--- src/design/pem_pkg.sv ---
// ---------------------------------------------------------------------------
// pem_pkg
// Types and constants shared by the pulse energy meter modules.
// ---------------------------------------------------------------------------
package pem_pkg;

  localparam int CNT_W    = 32;
  localparam int PWR_W    = 14;
  localparam int AVG_W    = 32;
  localparam int EN_W     = 42;
  localparam int PPU_W    = 16;
  localparam int DVD_W    = 54;
  localparam int DVS_W    = 32;
  localparam int NUM_CNT  = 5;
  localparam int IDX_W    = 3;
  localparam int DCNT_W   = 6;
  localparam int PADDR_W  = 3;

  localparam logic [31:0]      TIMEOUT_MS = 32'd3000000;
  localparam logic [DVD_W-1:0] POWER_NUM  = 54'd3600000000;
  localparam logic [PWR_W-1:0] POWER_CLIP = 14'd9999;
  localparam logic [PPU_W-1:0] PPU_RESET  = 16'd1000;

  typedef enum logic [2:0] {
    OP_PULSE     = 3'd0,
    OP_EVAL      = 3'd1,
    OP_CNT_RESET = 3'd2,
    OP_CNT_LOAD  = 3'd3,
    OP_PEAK_RST  = 3'd4,
    OP_AVG_RST   = 3'd5
  } pem_op_t;

  typedef enum logic [3:0] {
    ST_IDLE,
    ST_EXEC,
    ST_PWR_A_GO,
    ST_PWR_A_WAIT,
    ST_PWR_B_GO,
    ST_PWR_B_WAIT,
    ST_EN_GO,
    ST_EN_WAIT,
    ST_AVG_GO,
    ST_AVG_WAIT,
    ST_DONE
  } pem_state_t;

endpackage

--- src/design/pem_intf.sv ---
// ---------------------------------------------------------------------------
// pem_in_if / pem_out_if
// Valid/ready channels carrying meter items and results.
// ---------------------------------------------------------------------------
interface pem_in_if;
  logic        valid;
  logic        ready;
  logic [2:0]  opcode;
  logic [31:0] time_ms;
  logic [31:0] time_s;
  logic [4:0]  counter_mask;
  logic [31:0] load_value;

  modport source(output valid, opcode, time_ms, time_s, counter_mask, load_value,
                 input ready);
  modport sink(input valid, opcode, time_ms, time_s, counter_mask, load_value,
               output ready);
endinterface

interface pem_out_if;
  logic        valid;
  logic        ready;
  logic [13:0] power_now;
  logic [13:0] power_max;
  logic [31:0] power_avg;
  logic [41:0] energy_today;
  logic [41:0] energy_week;
  logic [41:0] energy_month;
  logic [41:0] energy_year;
  logic [41:0] energy_all;
  logic        idle_timeout;

  modport source(output valid, power_now, power_max, power_avg, energy_today,
                 energy_week, energy_month, energy_year, energy_all, idle_timeout,
                 input ready);
  modport sink(input valid, power_now, power_max, power_avg, energy_today,
               energy_week, energy_month, energy_year, energy_all, idle_timeout,
               output ready);
endinterface

--- src/design/pem_cfg.sv ---
// ---------------------------------------------------------------------------
// pem_cfg
// APB register file holding pulses_per_unit.
// ---------------------------------------------------------------------------
module pem_cfg (
  input  logic                        clk,
  input  logic                        rst_n,
  input  logic                        psel,
  input  logic                        penable,
  input  logic                        pwrite,
  input  logic [pem_pkg::PADDR_W-1:0] paddr,
  input  logic [31:0]                 pwdata,
  output logic [31:0]                 prdata,
  output logic                        pready,
  output logic [pem_pkg::PPU_W-1:0]   ppu
);

  logic [pem_pkg::PPU_W-1:0] ppu_r;
  logic                      wr_en;

  assign pready = 1'b1;
  assign wr_en  = psel & penable & pwrite & (paddr[2] == 1'b0);
  assign ppu    = ppu_r;
  assign prdata = (paddr[2] == 1'b0) ? {16'd0, ppu_r} : 32'd0;

  always_ff @(posedge clk) begin
    if (!rst_n) begin
      ppu_r <= pem_pkg::PPU_RESET;
    end else if (wr_en) begin
      ppu_r <= pwdata[pem_pkg::PPU_W-1:0];
    end
  end

endmodule

--- src/design/pem_div.sv ---
// ---------------------------------------------------------------------------
// pem_div
// Restoring divider, one quotient bit per cycle.
// ---------------------------------------------------------------------------
module pem_div (
  input  logic                      clk,
  input  logic                      rst_n,
  input  logic                      start,
  input  logic [pem_pkg::DVD_W-1:0] dividend,
  input  logic [pem_pkg::DVS_W-1:0] divisor,
  output logic                      done,
  output logic [pem_pkg::DVD_W-1:0] quotient
);

  logic                       busy_r, busy_nxt;
  logic                       done_r, done_nxt;
  logic [pem_pkg::DCNT_W-1:0] cnt_r, cnt_nxt;
  logic [pem_pkg::DVS_W-1:0]  rem_r, rem_nxt;
  logic [pem_pkg::DVS_W-1:0]  div_r, div_nxt;
  logic [pem_pkg::DVD_W-1:0]  quo_r, quo_nxt;
  logic [pem_pkg::DVS_W:0]    trial;
  logic [pem_pkg::DVS_W:0]    diffv;
  logic                       ge;

  assign trial = {rem_r, quo_r[pem_pkg::DVD_W-1]};
  assign ge    = trial >= {1'b0, div_r};
  assign diffv = trial - {1'b0, div_r};

  always_comb begin
    busy_nxt = busy_r;
    done_nxt = 1'b0;
    cnt_nxt  = cnt_r;
    rem_nxt  = rem_r;
    div_nxt  = div_r;
    quo_nxt  = quo_r;
    if (start) begin
      busy_nxt = 1'b1;
      cnt_nxt  = '0;
      rem_nxt  = '0;
      div_nxt  = divisor;
      quo_nxt  = dividend;
    end else if (busy_r) begin
      rem_nxt = ge ? diffv[pem_pkg::DVS_W-1:0] : trial[pem_pkg::DVS_W-1:0];
      quo_nxt = {quo_r[pem_pkg::DVD_W-2:0], ge};
      cnt_nxt = cnt_r + 1'b1;
      if (cnt_r == pem_pkg::DCNT_W'(pem_pkg::DVD_W - 1)) begin
        busy_nxt = 1'b0;
        done_nxt = 1'b1;
      end
    end
  end

  always_ff @(posedge clk) begin
    if (!rst_n) begin
      busy_r <= 1'b0;
      done_r <= 1'b0;
      cnt_r  <= '0;
    end else begin
      busy_r <= busy_nxt;
      done_r <= done_nxt;
      cnt_r  <= cnt_nxt;
    end
    rem_r <= rem_nxt;
    div_r <= div_nxt;
    quo_r <= quo_nxt;
  end

  assign done     = done_r;
  assign quotient = quo_r;

endmodule

--- src/design/pulse_energy_meter.sv ---
// ---------------------------------------------------------------------------
// pulse_energy_meter
// Meter-pulse energy block: interval power, peak, period energies, average.
//
//   channel  | dir | handshake          | content
//   in_ch    | in  | valid/ready        | opcode, time_ms, time_s, mask, load
//   out_ch   | out | valid/ready        | power, peak, average, 5 energies, idle
//   cfg_*    | in  | APB, pready high   | pulses_per_unit at 0x0
//
// Non-evaluate items make no divider pass; evaluate makes up to eight
// passes (start, 54 quotient bits, done) through the one bit-serial
// divider: two for power, five for energies and one for the average.
// One item at a time; a result waits in the output register while the
// next item is taken. Synchronous active-low reset, no clearing pass.
// ---------------------------------------------------------------------------
module pulse_energy_meter (
  input  logic                        clk,
  input  logic                        rst_n,
  pem_in_if.sink                      in_ch,
  pem_out_if.source                   out_ch,
  input  logic                        cfg_psel,
  input  logic                        cfg_penable,
  input  logic                        cfg_pwrite,
  input  logic [pem_pkg::PADDR_W-1:0] cfg_paddr,
  input  logic [31:0]                 cfg_pwdata,
  output logic [31:0]                 cfg_prdata,
  output logic                        cfg_pready
);

  pem_pkg::pem_state_t state_r, state_nxt;

  logic [pem_pkg::PPU_W-1:0] ppu, ppu_eff;
  logic                      div_start, div_done;
  logic [pem_pkg::DVD_W-1:0] div_dvd, div_quo;
  logic [pem_pkg::DVS_W-1:0] div_dvs;

  logic [2:0]  op_r;
  logic [31:0] tms_r, ts_r, load_r;
  logic [4:0]  mask_r;

  logic [31:0]              last_r, gap_r;
  logic                     first_r, idle_r;
  logic [pem_pkg::CNT_W-1:0] cnt_r [pem_pkg::NUM_CNT];
  logic [pem_pkg::PWR_W-1:0] power_r, peak_r;
  logic [pem_pkg::AVG_W-1:0] avg_r;
  logic [pem_pkg::EN_W-1:0]  en_r [pem_pkg::NUM_CNT];
  logic [pem_pkg::EN_W-1:0]  base_en_r;
  logic [31:0]              base_t_r;
  logic [pem_pkg::IDX_W-1:0] idx_r;

  logic        out_valid_r;
  logic [13:0] o_pwr_r, o_peak_r;
  logic [31:0] o_avg_r;
  logic [41:0] o_en_r [pem_pkg::NUM_CNT];
  logic        o_idle_r;

  logic [31:0]              d_ms, gap_new;
  logic                     tmo;
  logic [pem_pkg::EN_W-1:0]  cnt_x1000;
  logic [pem_pkg::EN_W-1:0]  en_diff;
  logic [pem_pkg::DVD_W-1:0] diff_x3600;
  logic                     out_free;

  pem_cfg u_cfg (
    .clk     (clk),
    .rst_n   (rst_n),
    .psel    (cfg_psel),
    .penable (cfg_penable),
    .pwrite  (cfg_pwrite),
    .paddr   (cfg_paddr),
    .pwdata  (cfg_pwdata),
    .prdata  (cfg_prdata),
    .pready  (cfg_pready),
    .ppu     (ppu)
  );

  pem_div u_div (
    .clk      (clk),
    .rst_n    (rst_n),
    .start    (div_start),
    .dividend (div_dvd),
    .divisor  (div_dvs),
    .done     (div_done),
    .quotient (div_quo)
  );

  assign ppu_eff = (ppu == '0) ? pem_pkg::PPU_W'(1) : ppu;
  assign d_ms    = tms_r - last_r;
  assign tmo     = d_ms > pem_pkg::TIMEOUT_MS;
  assign gap_new = tmo ? 32'd0 :
                   ((power_r != '0) && (d_ms > gap_r)) ? d_ms : gap_r;
  assign cnt_x1000 = {cnt_r[idx_r], 10'd0} - {6'd0, cnt_r[idx_r], 4'd0}
                   - {7'd0, cnt_r[idx_r], 3'd0};
  assign en_diff    = en_r[4] - base_en_r;
  assign diff_x3600 = {en_diff, 12'd0} - {3'd0, en_diff, 9'd0} + {8'd0, en_diff, 4'd0};
  assign out_free   = !out_valid_r || out_ch.ready;

  // next state
  always_comb begin
    state_nxt = state_r;
    case (state_r)
      pem_pkg::ST_IDLE: begin
        if (in_ch.valid) state_nxt = pem_pkg::ST_EXEC;
      end
      pem_pkg::ST_EXEC: begin
        if (op_r == pem_pkg::OP_EVAL) begin
          state_nxt = (gap_new != '0) ? pem_pkg::ST_PWR_A_GO : pem_pkg::ST_EN_GO;
        end else begin
          state_nxt = pem_pkg::ST_DONE;
        end
      end
      pem_pkg::ST_PWR_A_GO:   state_nxt = pem_pkg::ST_PWR_A_WAIT;
      pem_pkg::ST_PWR_A_WAIT: if (div_done) state_nxt = pem_pkg::ST_PWR_B_GO;
      pem_pkg::ST_PWR_B_GO:   state_nxt = pem_pkg::ST_PWR_B_WAIT;
      pem_pkg::ST_PWR_B_WAIT: if (div_done) state_nxt = pem_pkg::ST_EN_GO;
      pem_pkg::ST_EN_GO:      state_nxt = pem_pkg::ST_EN_WAIT;
      pem_pkg::ST_EN_WAIT: begin
        if (div_done) begin
          state_nxt = (idx_r == pem_pkg::IDX_W'(pem_pkg::NUM_CNT - 1)) ?
                      pem_pkg::ST_AVG_GO : pem_pkg::ST_EN_GO;
        end
      end
      pem_pkg::ST_AVG_GO: begin
        if ((ts_r > base_t_r) && (en_r[4] >= base_en_r)) begin
          state_nxt = pem_pkg::ST_AVG_WAIT;
        end else begin
          state_nxt = pem_pkg::ST_DONE;
        end
      end
      pem_pkg::ST_AVG_WAIT:   if (div_done) state_nxt = pem_pkg::ST_DONE;
      pem_pkg::ST_DONE:       if (out_free) state_nxt = pem_pkg::ST_IDLE;
      default:                state_nxt = pem_pkg::ST_IDLE;
    endcase
  end

  // control outputs
  always_comb begin
    div_start   = 1'b0;
    div_dvd     = '0;
    div_dvs     = '0;
    in_ch.ready = 1'b0;
    case (state_r)
      pem_pkg::ST_IDLE: in_ch.ready = 1'b1;
      pem_pkg::ST_PWR_A_GO: begin
        div_start = 1'b1;
        div_dvd   = pem_pkg::POWER_NUM;
        div_dvs   = gap_r;
      end
      pem_pkg::ST_PWR_B_GO: begin
        div_start = 1'b1;
        div_dvd   = div_quo;
        div_dvs   = {16'd0, ppu_eff};
      end
      pem_pkg::ST_EN_GO: begin
        div_start = 1'b1;
        div_dvd   = {12'd0, cnt_x1000};
        div_dvs   = {16'd0, ppu_eff};
      end
      pem_pkg::ST_AVG_GO: begin
        div_start = (ts_r > base_t_r) && (en_r[4] >= base_en_r);
        div_dvd   = diff_x3600;
        div_dvs   = ts_r - base_t_r;
      end
      default: ;
    endcase
  end

  always_ff @(posedge clk) begin
    if (!rst_n) begin
      state_r     <= pem_pkg::ST_IDLE;
      out_valid_r <= 1'b0;
      last_r      <= '0;
      gap_r       <= '0;
      first_r     <= 1'b1;
      idle_r      <= 1'b0;
      power_r     <= '0;
      peak_r      <= '0;
      avg_r       <= '0;
      base_en_r   <= '0;
      base_t_r    <= '0;
      idx_r       <= '0;
      for (int i = 0; i < pem_pkg::NUM_CNT; i++) begin
        cnt_r[i] <= '0;
        en_r[i]  <= '0;
      end
    end else begin
      state_r <= state_nxt;
      if (out_valid_r && out_ch.ready && !((state_r == pem_pkg::ST_DONE) && out_free))
        out_valid_r <= 1'b0;
      case (state_r)
        pem_pkg::ST_IDLE: begin
          if (in_ch.valid) begin
            op_r   <= in_ch.opcode;
            tms_r  <= in_ch.time_ms;
            ts_r   <= in_ch.time_s;
            mask_r <= in_ch.counter_mask;
            load_r <= in_ch.load_value;
            idle_r <= 1'b0;
            idx_r  <= '0;
          end
        end
        pem_pkg::ST_EXEC: begin
          case (op_r)
            pem_pkg::OP_PULSE: begin
              if (first_r) first_r <= 1'b0;
              else         gap_r   <= tms_r - last_r;
              last_r <= tms_r;
              for (int i = 0; i < pem_pkg::NUM_CNT; i++) cnt_r[i] <= cnt_r[i] + 1'b1;
            end
            pem_pkg::OP_EVAL: begin
              gap_r <= gap_new;
              if (tmo) begin
                power_r <= '0;
                first_r <= 1'b1;
                idle_r  <= 1'b1;
              end
            end
            pem_pkg::OP_CNT_RESET: begin
              for (int i = 0; i < pem_pkg::NUM_CNT; i++)
                if (mask_r[i]) cnt_r[i] <= '0;
            end
            pem_pkg::OP_CNT_LOAD: begin
              for (int i = 0; i < pem_pkg::NUM_CNT; i++)
                if (mask_r[i]) cnt_r[i] <= load_r;
            end
            pem_pkg::OP_PEAK_RST: peak_r <= '0;
            pem_pkg::OP_AVG_RST: begin
              avg_r     <= '0;
              base_en_r <= en_r[4];
              base_t_r  <= ts_r;
            end
            default: ;
          endcase
        end
        pem_pkg::ST_PWR_B_WAIT: begin
          if (div_done) begin
            if (div_quo > {40'd0, pem_pkg::POWER_CLIP}) begin
              power_r <= pem_pkg::POWER_CLIP;
            end else begin
              power_r <= div_quo[pem_pkg::PWR_W-1:0];
              if (div_quo[pem_pkg::PWR_W-1:0] > peak_r)
                peak_r <= div_quo[pem_pkg::PWR_W-1:0];
            end
          end
        end
        pem_pkg::ST_EN_WAIT: begin
          if (div_done) begin
            en_r[idx_r] <= div_quo[pem_pkg::EN_W-1:0];
            idx_r       <= idx_r + 1'b1;
          end
        end
        pem_pkg::ST_AVG_GO: begin
          if ((ts_r > base_t_r) && (en_r[4] < base_en_r)) begin
            avg_r     <= '0;
            base_en_r <= en_r[4];
            base_t_r  <= ts_r;
          end
        end
        pem_pkg::ST_AVG_WAIT: begin
          if (div_done) begin
            avg_r <= (div_quo[pem_pkg::DVD_W-1:32] != '0) ? 32'hFFFF_FFFF
                                                          : div_quo[31:0];
          end
        end
        pem_pkg::ST_DONE: begin
          if (out_free) begin
            out_valid_r <= 1'b1;
            o_pwr_r     <= power_r;
            o_peak_r    <= peak_r;
            o_avg_r     <= avg_r;
            o_idle_r    <= idle_r;
            for (int i = 0; i < pem_pkg::NUM_CNT; i++) o_en_r[i] <= en_r[i];
          end
        end
        default: ;
      endcase
    end
  end

  assign out_ch.valid        = out_valid_r;
  assign out_ch.power_now    = o_pwr_r;
  assign out_ch.power_max    = o_peak_r;
  assign out_ch.power_avg    = o_avg_r;
  assign out_ch.energy_today = o_en_r[0];
  assign out_ch.energy_week  = o_en_r[1];
  assign out_ch.energy_month = o_en_r[2];
  assign out_ch.energy_year  = o_en_r[3];
  assign out_ch.energy_all   = o_en_r[4];
  assign out_ch.idle_timeout = o_idle_r;

endmodule
--- src/flat_wrapper.sv ---
// flat-port wrapper written by rule: the top's interface ports become plain ports
module pulse_energy_meter_flat 
  (clk, rst_n, cfg_psel, cfg_penable, cfg_pwrite, cfg_paddr, cfg_pwdata, cfg_prdata, cfg_pready, in_ch_valid, in_ch_opcode, in_ch_time_ms, in_ch_time_s, in_ch_counter_mask, in_ch_load_value, in_ch_ready, out_ch_valid, out_ch_power_now, out_ch_power_max, out_ch_power_avg, out_ch_energy_today, out_ch_energy_week, out_ch_energy_month, out_ch_energy_year, out_ch_energy_all, out_ch_idle_timeout, out_ch_ready);
  pem_in_if in_ch_i ();
  pem_out_if out_ch_i ();
  input  logic clk;
  input  logic rst_n;
  input  logic cfg_psel;
  input  logic cfg_penable;
  input  logic cfg_pwrite;
  input  logic [pem_pkg::PADDR_W-1:0] cfg_paddr;
  input  logic [31:0] cfg_pwdata;
  output logic [31:0] cfg_prdata;
  output logic cfg_pready;
  input wire logic [$bits(in_ch_i.valid)-1:0] in_ch_valid;
  input wire logic [$bits(in_ch_i.opcode)-1:0] in_ch_opcode;
  input wire logic [$bits(in_ch_i.time_ms)-1:0] in_ch_time_ms;
  input wire logic [$bits(in_ch_i.time_s)-1:0] in_ch_time_s;
  input wire logic [$bits(in_ch_i.counter_mask)-1:0] in_ch_counter_mask;
  input wire logic [$bits(in_ch_i.load_value)-1:0] in_ch_load_value;
  output wire logic [$bits(in_ch_i.ready)-1:0] in_ch_ready;
  output wire logic [$bits(out_ch_i.valid)-1:0] out_ch_valid;
  output wire logic [$bits(out_ch_i.power_now)-1:0] out_ch_power_now;
  output wire logic [$bits(out_ch_i.power_max)-1:0] out_ch_power_max;
  output wire logic [$bits(out_ch_i.power_avg)-1:0] out_ch_power_avg;
  output wire logic [$bits(out_ch_i.energy_today)-1:0] out_ch_energy_today;
  output wire logic [$bits(out_ch_i.energy_week)-1:0] out_ch_energy_week;
  output wire logic [$bits(out_ch_i.energy_month)-1:0] out_ch_energy_month;
  output wire logic [$bits(out_ch_i.energy_year)-1:0] out_ch_energy_year;
  output wire logic [$bits(out_ch_i.energy_all)-1:0] out_ch_energy_all;
  output wire logic [$bits(out_ch_i.idle_timeout)-1:0] out_ch_idle_timeout;
  input wire logic [$bits(out_ch_i.ready)-1:0] out_ch_ready;
  assign in_ch_i.valid = in_ch_valid;
  assign in_ch_i.opcode = in_ch_opcode;
  assign in_ch_i.time_ms = in_ch_time_ms;
  assign in_ch_i.time_s = in_ch_time_s;
  assign in_ch_i.counter_mask = in_ch_counter_mask;
  assign in_ch_i.load_value = in_ch_load_value;
  assign in_ch_ready = in_ch_i.ready;
  assign out_ch_valid = out_ch_i.valid;
  assign out_ch_power_now = out_ch_i.power_now;
  assign out_ch_power_max = out_ch_i.power_max;
  assign out_ch_power_avg = out_ch_i.power_avg;
  assign out_ch_energy_today = out_ch_i.energy_today;
  assign out_ch_energy_week = out_ch_i.energy_week;
  assign out_ch_energy_month = out_ch_i.energy_month;
  assign out_ch_energy_year = out_ch_i.energy_year;
  assign out_ch_energy_all = out_ch_i.energy_all;
  assign out_ch_idle_timeout = out_ch_i.idle_timeout;
  assign out_ch_i.ready = out_ch_ready;
  pulse_energy_meter u_core (.clk(clk), .rst_n(rst_n), .in_ch(in_ch_i), .out_ch(out_ch_i), .cfg_psel(cfg_psel), .cfg_penable(cfg_penable), .cfg_pwrite(cfg_pwrite), .cfg_paddr(cfg_paddr), .cfg_pwdata(cfg_pwdata), .cfg_prdata(cfg_prdata), .cfg_pready(cfg_pready));
endmodule
--- config.mk ---
export PLATFORM = sky130hd
export DESIGN_NAME = pulse_energy_meter_flat
export DESIGN_NICKNAME = d
export VERILOG_FILES = /design/src/design/pem_pkg.sv /design/src/design/pem_intf.sv /design/src/design/pem_cfg.sv /design/src/design/pem_div.sv /design/src/design/pulse_energy_meter.sv /design/src/flat_wrapper.sv
export SDC_FILE = /design/constraint.sdc
export NUM_CORES = 2
export LEC_CHECK = 0
export BUFFER_PORTS_ARGS = -buffer_cell sky130_fd_sc_hd__buf_4
export CORE_ASPECT_RATIO = 1.25
export CORE_UTILIZATION = 35
export CTS_CLUSTER_DIAMETER = 120
export DETAILED_ROUTE_END_ITERATION = 10
export PLACE_DENSITY = 0.56
export SETUP_SLACK_MARGIN = 0.2
export SLEW_MARGIN = 20
export SYNTH_ARGS = -nofsm -noshare
export SYNTH_HDL_FRONTEND = slang
export SYNTH_SLANG_ARGS = --single-unit
--- constraint.sdc ---
create_clock -name clk -period 42.6 [get_ports clk]
set_input_delay 8.52 -clock clk [delete_from_list [all_inputs] [get_ports clk]]
set_output_delay 8.52 -clock clk [all_outputs]
set_load 0.005 [all_outputs]
==> results.md <==
Clock tree:
- The clock latency of the later-clocked register in the worst-skew pair is 0.76 ns.
- The count of clock tree sinks is 1098.
- Buffers inserted to repair hold after CTS numbered 0.
- Counting along the longest clock path gives a buffer depth of 3.
- TritonCTS built the clock tree.
- The number of buffers created by CTS is 111.
- The buffer type at the clock tree root is clkbuf_16.
- The clock transition at the register clock pins on the worst setup and hold paths after CTS is 0.06 ns.
- After clock tree synthesis, the setup repair step added 0 buffers.
- The number of gates resized after CTS is 0.
- In this run the number of H-tree levels came out at 3.

STA:
- The achievable clock frequency is 0.0569 GHz.
- In the final timing run, aggregate negative setup slack is 0 ns.
- The final count of pins violating max slew is 0.
- In this run the tightest slew margin relative to its limit is a little over 30%.
- Of the available clock period, the critical path in the final layout requires 41.3%.
- At the pin with the least slew margin, the transition time is 1.01 ns.
- The minimum setup slack in the final design is between 20 and 30 ns.
- Setup repair after global routing left no endpoint under its margin.
- On the final layout, the worst clock skew is between 0.06 and 0.07 ns.
- The total of endpoints with negative setup slack in the final report is 0.
- The final-report hold violation count is 0.
- The clock period minus final worst setup slack is around 18 ns.

Critical path:
- For this run, the slowest stage of the critical path takes 0.20 ns.
- The slowest library cell on the worst path is buf_4.
- The endpoint arrival time on the critical path is 9.06 ns.
- Of all nets on the critical path, the largest fanout is 18.
- The buffers plus inverters on the worst setup path is 2.
- The critical path class is in2out.
- The cell seen most often among critical-path stages is buf_4.
- The worst setup path is launched from a primary input.
- Traced cell by cell, the critical path runs through buf_4 -> nor2b_1 -> buf_4.
- The nature of the critical path endpoint is a primary output.
- For the worst setup path, the data required time is 34.08 ns.
- The dominant delay contributor by cell family on the critical path is buffers and inverters.

Placement:
- Detailed placement finished with a half-perimeter wire length of approximately 120000 microns.
- The congestion estimate from routability-driven global placement came to 0.885.
- The number of port buffers is 416.
- OpenSTA, run right after detailed placement, puts the worst setup slack at 25.02 ns.

Synth:
- The commonest cells after synthesis are 831 x edfxtp_1, 483 x nand2_1, 455 x o21ai_0.
- The number of distinct library cell variants in the gate-level netlist after synthesis is between 80 and 90.
- The synthesized area is 0.0583 sq mm.
- The synthesized area per cell is 10.8 sq um.
- In the post-synthesis netlist, the biggest area contributors are edfxtp_1 43%, dfxtp_1 9.2%, ha_1 6.3%, o21ai_0 3.9%, nand2_1 3.1%.
- The async set-reset flop share out of synthesis is 0%.
- The flip-flop cell with the highest count after synthesis is edfxtp_1.
- Synthesis handed over a netlist of 5424 instances.
- The fraction of synthesized cell area taken by the top area cell type is 42.8%.
- The synthesized design spends more area on one cell type than any other, namely edfxtp_1.
- The number of warnings printed during yosys synthesis is 0.
- The sequential-to-total area share from yosys stat is 52.0%.
- The leading cell type by number of instances after synthesis is edfxtp_1.
- Synthesis inferred around 1.1k register bits.
- The synthesized design contains 831 enable-type register cells.

Detailed routing:
- The number of nets with antenna violations after routing is 0.
- The number of remaining DRC errors is 0.
- The per-cell routed wire length is 20.1 microns.
- The DRC marker count from the first detailed-route iteration is 2933.
- Dividing the detail-routed via count by the number of cells gives about 5.2.
- For this block, the via count after detailed routing is around 42k.
- The detailed-route wire length is 162000 microns.
- The first-pass iteration count of the detailed router is 5.

Power:
- Combinational logic burns 42.6% of the power.
- Internal power comes to 0.00259 W.
- Summed over all cells, the static leakage comes to 25.4 nW.
- The net load switching power is 0.00172 W.
- The share of power burned in the clock network is 23.2%.
- Power comes to roughly 0.0043 W.
- The maximum vdd drop is around 0.04 mV.
- The power per cell area is roughly 64 mW/mm^2.
- The net switching fraction of the power is 39.9%.
- The part of the total power dissipated in sequential elements is 34.2%.

Finish:
- The post-route netlist has 13.0% of its cells at a drive strength greater than 1.
- The post-layout net count is 6271.
- The area growth from synthesis to layout is 15.7%.
- The count of filler cells inserted in the layout is 15.9k.

Global route:
- Entering global routing, the biggest net connects 159 pins.
- The initial antenna violation count is 9.
- The via count of the first global-routing pass is 40.6k.
- The overall overflow remaining after global route is 0.
- The wire length of the first global-routing pass is 245000 microns.
- The total global-route track usage is 18.7%.

Worst hold path:
- The tightest min-delay check is of the reg2reg type.

Floorplan:
- The core region is 0.165 sq mm.
- The vertical die dimension is 458 microns.
- The die span in x is 367 microns.
- The total die area is roughly 0.17 sq mm.
- Pin placement for this block handled 452 I/O pins.
- The floorplan has 167 rows.
- The initial utilization of the core area, before any placement, comes to 35.2%.

Run status:
- The run finished with clean final reports.

Job:
- Across the run, the number of max-cap violations was 0.
-- cell families after synthesis --
group                      count (synthesis)  synth area share, %
other                                      2               0.0129
buffers and inverters                    625                 4.27
AOI/OAI and AO/OA                       1306                 14.0
DFF                                     1098                 52.0
adders and majority gates                356                 8.45
xor gates and xnor gates                 354                 5.32
and+or+nand+nor                         1575                 13.4
muxes                                    108                 2.57
-- state kept, by name, summed over array words and instances, names as in the netlist, 14 cells and up, named ones only --
register                 count
u_core.out_ch.power_avg     32
u_core.avg_r                32
u_core.gap_r                32
u_core.power_r              14
u_core.u_div.quotient       54
u_core.peak_r               14
u_core.base_en_r            42
u_core.u_cfg.ppu            16
u_core.cnt_r               160
u_core.out_ch.power_now     14
u_core.base_t_r             32
u_core.tms_r                32
u_core.ts_r                 32
u_core.load_r               32
u_core.u_div.div_r          32
u_core.last_r               32
u_core.o_en_r              210
u_core.en_r                210
u_core.out_ch.power_max     14
u_core.u_div.rem_r          32
-- layout make-up --
type	instances	area [sq um]	area share (%)
Clock inverter	60	697	1.03
Sequential cell	1098	30300	44.9
Antenna cell	3	7.51	0.0111
Clock buffer	150	3050	4.51
Inverter	370	1390	2.06
Tap cell	2197	2750	4.07
Multi-Input combinational cell	3716	25700	38.1
Timing Repair Buffer	472	3560	5.27
-- worst register-to-register path, cell delays in order (launching register included) --
cell and delay (ns):
edfxtp_1 0.49, ha_1 0.36, nor2b_1 0.15, o31a_1 0.27
or4_1 0.45, a31oi_1 0.45, o31ai_1 0.24, a211oi_1 0.46
o21ai_1 0.21, a31oi_1 0.43, nand2b_1 0.20, o21ai_1 0.15
a31o_2 0.30, xor2_1 0.44, fa_1 0.50, ha_1 0.41
inv_1 0.09, o21bai_1 0.16, a21oi_1 0.09, o21a_1 0.18
o21ai_0 0.30, nor3_1 0.11, a21oi_1 0.55, nand3_1 0.15
a21oi_1 0.17, xnor2_1 0.15, xnor2_1 0.17, o21ai_0 0.11
-- worst paths after layout --
check	from	end	slack, ns	cells past startpoint
setup / recovery	cfg_paddr[2]	cfg_prdata[11]	25.02	3
hold / removal	u_core.en_r[0][2]	u_core.o_en_r[0][2]	0.39	0
setup reg to reg	u_core.en_r[4][1]	u_core.u_div.quotient[53]	34.62	27
hold reg to reg	u_core.en_r[0][2]	u_core.o_en_r[0][2]	0.39	0
-- per-layer routing --
layer  up-vias  track usage, %  routed length [microns]
met4         2            5.04                     3370
met1     20500            25.5                    73100
li1      20300               -                        -
met2      1113            31.0                    76400
met5         -               0                       13
met3       166            2.76                     8970
-- power by group through the flow --
stage | Sequential, W | Clock [W] | Combinational [W]
after global routing | 0.00149 | 0.00106 | 0.00205
after floorplan | 0.00140 | 0 | 0.00139
after CTS | 0.00148 | 0.00103 | 0.00183
after detailed placement | 0.00150 | 0 | 0.00182
final | 0.00148 | 0.00100 | 0.00184
after global placement | 0.00150 | 0 | 0.00180
-- per-stage QoR --
stage | hold WS [ns] | std cells | util, % | instance area [sq um]
2_1_floorplan | 0.400 | 5439 | - | 58400
3_5_place_dp | 0.405 | 7853 | 38.5 | 63700
4_1_cts | 0.385 | 8063 | 40.8 | 67500
3_3_place_gp | 0.401 | 7853 | 38.5 | 63700
6_report | 0.391 | 8066 | 40.8 | 67500
5_1_grt | 0.409 | 8064 | 40.8 | 67500
-- placed cells by master (no fill, tap or decap), types with 20 or more instances in the layout --
| master | n |
|---|---|
| a211oi_1 | 29 |
| a21o_1 | 140 |
| a21oi_1 | 282 |
| a221oi_1 | 22 |
| a22o_1 | 62 |
| a31oi_1 | 33 |
| and2_1 | 186 |
| and3_1 | 107 |
| buf_4 | 470 |
| clkbuf_1 | 28 |
| clkbuf_16 | 112 |
| clkinv_2 | 21 |
| dfxtp_1 | 265 |
| edfxtp_1 | 831 |
| fa_1 | 63 |
| ha_1 | 293 |
| inv_1 | 368 |
| mux2i_1 | 60 |
| mux4_2 | 32 |
| nand2_1 | 481 |
| nand2b_1 | 36 |
| nand3_1 | 208 |
| nand4_1 | 76 |
| nor2_1 | 246 |
| nor2b_1 | 56 |
| nor3_1 | 51 |
| nor4_1 | 32 |
| o21a_1 | 37 |
| o21ai_0 | 448 |
| o21bai_1 | 47 |
| o31ai_1 | 20 |
| xnor2_1 | 164 |
| xor2_1 | 190 |
(Power assumes the default switching activity.)
